File: config.mk
export PLATFORM = sky130hd
export DESIGN_NAME = rmte_isqrt
export DESIGN_NICKNAME = d
export VERILOG_FILES = /design/src/sv/rmte_pkg.sv /design/src/sv/rmte_isqrt.sv
export SDC_FILE = /design/constraint.sdc
export NUM_CORES = 2
export LEC_CHECK = 0
export BUFFER_PORTS_ARGS = -buffer_cell sky130_fd_sc_hd__buf_2
export CORE_AREA = 5 5 401 403
export DETAILED_ROUTE_END_ITERATION = 16
export DIE_AREA = 0 0 406 408
export PLACE_DENSITY_LB_ADDON = 0.15
export SLEW_MARGIN = 20
export SYNTH_ARGS = -nofsm -noshare
export SYNTH_HDL_FRONTEND = slang
export SYNTH_SLANG_ARGS = --single-unit
File: constraint.sdc
create_clock -name clk -period 3.7 [get_ports clk]
set_input_delay 0 -clock clk [delete_from_list [all_inputs] [get_ports clk]]
set_output_delay 0 -clock clk [all_outputs]
set_load 0.05 [all_outputs]
File: src/sv/rmte_pkg.sv
// Shared constants and elaboration-time table functions for the
// rotation matrix to Euler angles block. No dependencies.
`default_nettype none

package rmte_pkg;

  localparam int CORDIC_STAGES_DEF = 24;
  localparam int MAX_STAGES = 62;
  localparam int SQRT_STEPS = 32;
  localparam logic [30:0] THRESH_RESET = 31'd1074;
  localparam logic [63:0] INV_PI_Q64 = 64'h517CC1B727220A94;
  localparam logic signed [41:0] DEG_LIMIT = 42'sd754974720;

  // stages actually run by one CORDIC unit
  function automatic int cordic_n(input int stages);
    cordic_n = (stages > MAX_STAGES) ? MAX_STAGES : stages;
  endfunction

  // CORDIC unit latency: pre-rotation, iterations, degree conversion
  function automatic int cordic_lat(input int stages);
    cordic_lat = cordic_n(stages) + 2;
  endfunction

  // restoring divide, evaluated at elaboration only
  function automatic logic [63:0] udiv64(input logic [63:0] n, input logic [63:0] d);
    logic [63:0] q;
    logic [63:0] r;
    q = '0;
    r = '0;
    for (int b = 63; b >= 0; b--) begin
      r = {r[62:0], n[b]};
      if (r >= d) begin
        r = r - d;
        q[b] = 1'b1;
      end
    end
    udiv64 = q;
  endfunction

  // atan(2^-i) in half turns, 62 fraction bits
  function automatic logic [63:0] atan_entry(input int i);
    logic [63:0] rad;
    logic [63:0] term;
    logic [127:0] prod;
    int k;
    rad = '0;
    k = 0;
    if (i == 0) begin
      atan_entry = 64'd1 << 60;
    end else begin
      while (62 - i * (2 * k + 1) >= 0) begin
        term = udiv64(64'd1 << (62 - i * (2 * k + 1)), 64'(2 * k + 1));
        if (k % 2 == 1) rad = rad - term;
        else rad = rad + term;
        k = k + 1;
      end
      prod = {64'd0, rad} * {64'd0, INV_PI_Q64};
      atan_entry = prod[127:64];
    end
  endfunction

endpackage

`default_nettype wire

File: src/sv/rmte_isqrt.sv
// Pipelined integer square root, one result bit per stage.
// Depends on rmte_pkg.
`default_nettype none

module rmte_isqrt (
  input  wire logic        clk,
  input  wire logic        rst,
  input  wire logic        in_valid,
  input  wire logic [63:0] radicand,
  output logic             out_valid,
  output logic [31:0]      root
);
  import rmte_pkg::*;

  logic [63:0] rem_q [0:SQRT_STEPS];
  logic [63:0] res_q [0:SQRT_STEPS];
  logic        vld   [0:SQRT_STEPS];

  assign rem_q[0] = radicand;
  assign res_q[0] = '0;
  assign vld[0]   = in_valid;

  // one digit step per stage, trial bit fixed by stage position
  for (genvar k = 0; k < SQRT_STEPS; k++) begin : g_step
    localparam logic [63:0] BIT = 64'd1 << (62 - 2 * k);
    logic [63:0] trial;
    assign trial = res_q[k] + BIT;

    always_ff @(posedge clk) begin
      if (rst) vld[k+1] <= 1'b0;
      else vld[k+1] <= vld[k];
    end

    always_ff @(posedge clk) begin
      if (rem_q[k] >= trial) begin
        rem_q[k+1] <= rem_q[k] - trial;
        res_q[k+1] <= (res_q[k] >> 1) + BIT;
      end else begin
        rem_q[k+1] <= rem_q[k];
        res_q[k+1] <= res_q[k] >> 1;
      end
    end
  end

  assign out_valid = vld[SQRT_STEPS];
  assign root      = res_q[SQRT_STEPS][31:0];

endmodule

`default_nettype wire

* After elaboration in Yosys (flattened, before gate mapping)
Cells that the tools add are included.
** Cells by class
- Add/subtract/negate cells :: 93
- Magnitude comparators :: 32
- Multiplexer cells :: 63
** Operators by type and width (number)
- 64-bit greater-or-equal comparator :: 31
- 64-bit 2-to-1 mux :: 31
- 63-bit 2-to-1 mux :: 31
- 64-bit subtractor :: 30
- 63-bit by 11-bit adder with 64-bit output, second input constant :: 1
- 63-bit by 13-bit adder with 64-bit output, second input constant :: 1
- 63-bit by 15-bit adder with 64-bit output, second input constant :: 1
- 63-bit by 17-bit adder with 64-bit output, second input constant :: 1
- 63-bit by 19-bit adder with 64-bit output, second input constant :: 1
- 63-bit by 21-bit adder with 64-bit output, second input constant :: 1
- 63-bit by 23-bit adder with 64-bit output, second input constant :: 1
- 63-bit by 25-bit adder with 64-bit output, second input constant :: 1
- 63-bit by 27-bit adder with 64-bit output, second input constant :: 1
- 63-bit by 29-bit adder with 64-bit output, second input constant :: 1
- 63-bit by 3-bit adder with 64-bit output, second input constant :: 1
- 63-bit by 31-bit adder with 64-bit output, second input constant :: 1
- 63-bit by 33-bit adder with 64-bit output, second input constant :: 1
- 63-bit by 35-bit adder with 64-bit output, second input constant :: 1
- 63-bit by 37-bit adder with 64-bit output, second input constant :: 1
- 63-bit by 39-bit adder with 64-bit output, second input constant :: 1
- 63-bit by 41-bit adder with 64-bit output, second input constant :: 1
- 63-bit by 43-bit adder with 64-bit output, second input constant :: 1
- 63-bit by 45-bit adder with 64-bit output, second input constant :: 1
- 63-bit by 47-bit adder with 64-bit output, second input constant :: 1
- 45 further kinds :: 45
** Storage, ports and cells
- Register bits :: 4031
- Logic and storage cells :: 313

* Depth between registers and ports, before layout
- Word-level depth :: 3
- Mapped depth :: 14

* Least setup slack after synthesis
No wires, ideal clock.
- Path type :: flip-flop to flip-flop
- Start point :: register res_q[223] (netlist name)
- End point :: register rem_q[181] (netlist name)
- Buffers on the path :: 2
- Path slack :: 0.299 ns
- Required time :: 3.582 ns
- Arrival :: 3.283 ns
- Clock period less this slack :: 3.401 ns
- Library setup time :: 0.118 ns
- Cell stages (with the launch flop) :: 14
- Path through :: dfxtp_1 -> inv_1 -> ha_1 -> clkbuf_1 -> nand2_1 -> or3_1 -> or4_4 -> nor3_2 -> and4bb_1 -> or4_4 -> a211oi_2 -> buf_4 -> nand4b_1 -> xnor2_1
** Between the ends
- Cells in the longest elaborated chain, start to end :: 3
- Elaborated cells on any way between the ends :: 4
- Those cells by class :: 2 x add/sub; 1 x order compare; 1 x mux
** RTL lines
- start: declaration :: RTL line rmte_isqrt.sv:16 : logic [63:0] res_q [0:SQRT_STEPS];
- start signal: indexed assignment :: RTL line rmte_isqrt.sv:37 : res_q[k+1] <= (res_q[k] >> 1) + BIT;
- start signal: indexed assignment :: RTL line rmte_isqrt.sv:40 : res_q[k+1] <= res_q[k] >> 1;
- 64-bit by 5-bit adder with 64-bit output * :: RTL line rmte_isqrt.sv:27 : assign trial = res_q[k] + BIT;
- 64-bit subtractor or 64-bit greater-or-equal comparator (tied branches) :: RTL line rmte_isqrt.sv:36, rmte_isqrt.sv:35
- 64-bit 2-to-1 mux * :: RTL line rmte_isqrt.sv:35 : if (rem_q[k] >= trial) begin
- end signal: indexed assignment :: RTL line rmte_isqrt.sv:36 : rem_q[k+1] <= rem_q[k] - trial;
- end signal: indexed assignment :: RTL line rmte_isqrt.sv:39 : rem_q[k+1] <= rem_q[k];
- end: declaration :: RTL line rmte_isqrt.sv:15 : logic [63:0] rem_q [0:SQRT_STEPS];
Mark *: on every way between the ends. The rest lies on a longest branch, timed or not.
A chain may end at the register's enable or synchronous reset.

* Worst setup path in the final report
- Start point :: register res_q[220] (netlist name)
- End point :: register rem_q[191] (netlist name)
The elaborated chain is that of the path after synthesis.

==> results.md <==
- Max Slew Vio Count: 0
- Top_reg_cell synth: dfxtp_1
- First-pass GRT wire length: 391800 um
- Met3 Use GR: 4.431%
- Worst vdd ir: 0.6215 mV
- Final Cycle Share: 95.91%
- Vias: 71449
- Flops & latches, synth: 2544
- Switching portion of total power: 33.27%
- Die H: 408 um
- Max FO, Critical Path: 11
- Fin. Hold Viols: 0
- GP Congestion: 0.9278
- Crit. End Element: register
- Post-route ant nets: 0
- Clock Latency Late Sink: 0.90 ns
- Number of clock sinks: 2544
- Clk buf depth: 3
- Die ar.: 165600 um2
- Final Setup Violations: 0
- Pleak: 50.56 nW
- Share of power burned in registers: 45.4%
- Mapped Cells: 9735
- Comb power frac: 24.8%
- DR vias/cell: 5.732
- GRT Max-Usage Layer: met2
- Global route overflow: 0
- IO Pins: 100
- Part of the power in the clock network: 29.8%
- IO Port Bufs: 99
- Core ar.: 157100 um2
- GRT Overall Usage: 29.49%
- Largest area contributor in the netlist: dfxtp_1
- Post-synth top cells: dfxtp_1 (2544), nand2_1 (710), inv_1 (686)
- Initial antenna violation count: 13
- Syn_nets: 10360
- Skew final: 0.09520 ns
- Synth area leaders: dfxtp_1 (53%), ha_1 (7.2%), xnor2_1 (4.2%)
- Total Wirelength: 251200 um
- Async SR Flop Fraction: 0%
- Vias in the first global route: 71211
- Number of max-cap violations: 0
- Most instantiated library cell after synthesis: dfxtp_1
- RSZ-0062 raised after global routing: yes
- Final #Nets: 10802
- Worst slew pin tran: 1.122 ns
- Rows: 146
- Cell Pwr Density: 784.2 nW/um2
- Sw Pwr: 28.73 mW
- Global routing met2 resource utilization: 51.29%
- CP Class: register to register
- Slew margin rel.: 24.52%
- Status: complete, no violations
- CTS HTree Levels: 4
- Total of warnings raised by yosys: 0
- Arrival @ worst endpoint: 4.27 ns
- Critical Path Slowest Stage Cell: or4_4
- Reg clk slew, reported paths: 0.07 ns
- Peak per-stage delay on the critical path: 0.58 ns
- Post-synth top area share: 52.83%
- EDFF count, synth: 0
- Tmin final: 3.549 ns
- Yosys cell types: 93
- Cells along the critical path: inv_1 -> ha_1 -> nand4_1 -> or3_1 -> or4_4 -> nor3_2 -> and4bb_1 -> or4_4 -> a211oi_2 -> buf_6 -> nand4_1 -> xnor2_1
- Critical Path RT: 4.42 ns
- Initial Util: 61.36%
- Largest net degree at the start of global routing: 53
- Synthesized cell area: 96390 um2
- Worst hold path class: primary input to register
- Syn avg cell area: 9.902 um2
- Layout cells sized above 1: 8.491%
- Routed len/inst: 20.15 um
- CTS tree: built
- DRC: 0
- M1 GR Usage: 37.84%
- P_int: 57.64 mW
- Fill count: 11770
- DR iter-0 viols: 5438
- Drt pass-1 iters: 6
- Post-DP HPWL: 185100 um
- TritonCTS buffer count: 235
- Crit path max-delay family: simple AND/OR/NAND/NOR gates
- Final core occ: 70.11%
- Die width: 406 um
- Critical Path Source Type: register
- Root Driver: clkbuf_16
- P&R area growth vs syn: 14.26%
- Fmax: 0.2818 GHz
- Buf/Inv on CP: 2
- Register area share after synthesis: 52.83%
- Power after layout: 86.37 mW
stage by stage:
stage	setup WS [ns]	hold WS (ns)	cell area, um2	TNS (ns)	std cells
floorplan	0.2992	0.02772	96390	0	9735
global placement	0.1260	0.1161	100100	0	11876
detailed placement	0.01356	0.1188	100100	0	11876
CTS	0.0005467	0.005392	110000	0	12458
global route	-0.03974	0.03573	110100	-0.05088	12461
finish	0.1513	0.04821	110100	0	12464
worst min-delay path: stages:
cell and delay [ns]:
dlygate4sd3_1 0.53, buf_2 0.11, nor4_1 0.04, nand4_1 0.10, o41ai_2 0.12
logic make-up (layout without fill, tap and decap cells):
group / count (synthesis) / in the layout / synth area share (%)
AO/OA/AOI/OAI: 1854 / 1854 / 12.01
adder cells (fa/ha/maj): 558 / 558 / 7.243
multiplexers: 61 / 61 / 0.6996
AND/OR/NAND/NOR: 2942 / 2942 / 15.69
XOR/XNOR: 882 / 882 / 8.014
other: 0 / 5 / 0
flip-flops: 2544 / 2544 / 52.83
buffers and inverters: 894 / 1546 / 3.511
area by class of cell:
| type | count | area [um2] | share of cell area [%] |
|---|---|---|---|
| diodes | 5 | 12.51 | 0.01136 |
| clock buffers | 295 | 6486 | 5.889 |
| clock inverters | 152 | 1984 | 1.802 |
| inverters | 692 | 2597 | 2.358 |
| multi-input cells | 6297 | 42300 | 38.41 |
| flip-flops and latches | 2544 | 50930 | 46.24 |
| well taps | 2072 | 2592 | 2.354 |
| repair buffers | 407 | 3237 | 2.939 |
state kept, by name, summed over array words and instances (netlist names):
signal,flops
out_valid,1
rem_q,1984
res_q,496
root,32
vld,31
path summary, 6_finish.rpt:
check                           from                  end  slack, ns  cells after the start
setup / recovery  res_q[220]$_DFF_P_   rem_q[191]$_DFF_P_       0.15                     12
hold / removal          radicand[13]  res_q[2046]$_DFF_P_       0.05                      5
setup reg to reg  res_q[220]$_DFF_P_   rem_q[191]$_DFF_P_       0.15                     12
hold reg to reg   res_q[268]$_DFF_P_   res_q[203]$_DFF_P_       0.28                      0
timing repair:
action,in CTS,in global routing
setup buffers,0,1
gates resized for setup,1,35
hold endpoints to repair,97,0
setup endpoints to repair,2,103
hold buffers,135,0
pin swaps,0,4
power by group through the flow:
stage | Sequential [mW] | Combinational, mW | Clock [mW]
2_1_floorplan | 37.2 | 16.1 | 0
6_report | 39.2 | 21.4 | 25.7
4_1_cts | 39.1 | 21.2 | 25.9
3_3_place_gp | 39.6 | 20.6 | 0
5_1_grt | 39.7 | 23.8 | 27.3
3_5_place_dp | 39.6 | 20.9 | 0
layer usage:
layer	share of wire [%]	wire, um	vias to the layer above
met5	0.015	37	-
met1	43	108200	34140
met4	3.1	7677	6
li1	-	-	34814
met3	5.1	12770	512
met2	49	122500	1977
layout by cell type (no fill, tap or decap), types with 46 or more instances in the layout:
master / Yosys / layout
ha_1: 558 / 558
buf_4: 1 / 165
dlygate4sd3_1: 0 / 135
clkinv_2: 0 / 55
nor4_1: 321 / 316
a21o_1: 249 / 249
or3_1: 94 / 94
nand2b_1: 116 / 116
o21bai_1: 48 / 48
mux2_2: 50 / 50
nand4_1: 173 / 173
o21ai_0: 499 / 499
o31ai_1: 47 / 46
or2_2: 49 / 49
xor2_1: 418 / 418
xnor2_1: 464 / 464
nand3_1: 147 / 147
dfxtp_1: 2544 / 2544
inv_1: 686 / 686
nor3_1: 250 / 246
a211oi_1: 49 / 48
or4_1: 73 / 71
a21oi_1: 541 / 537
nand2_1: 710 / 709
and3_1: 49 / 47
o21a_1: 89 / 89
nor2b_1: 103 / 102
nor2_1: 621 / 618
clkbuf_16: 0 / 235
buf_2: 14 / 99
No activity file was read; power rests on OpenSTA's default activity.
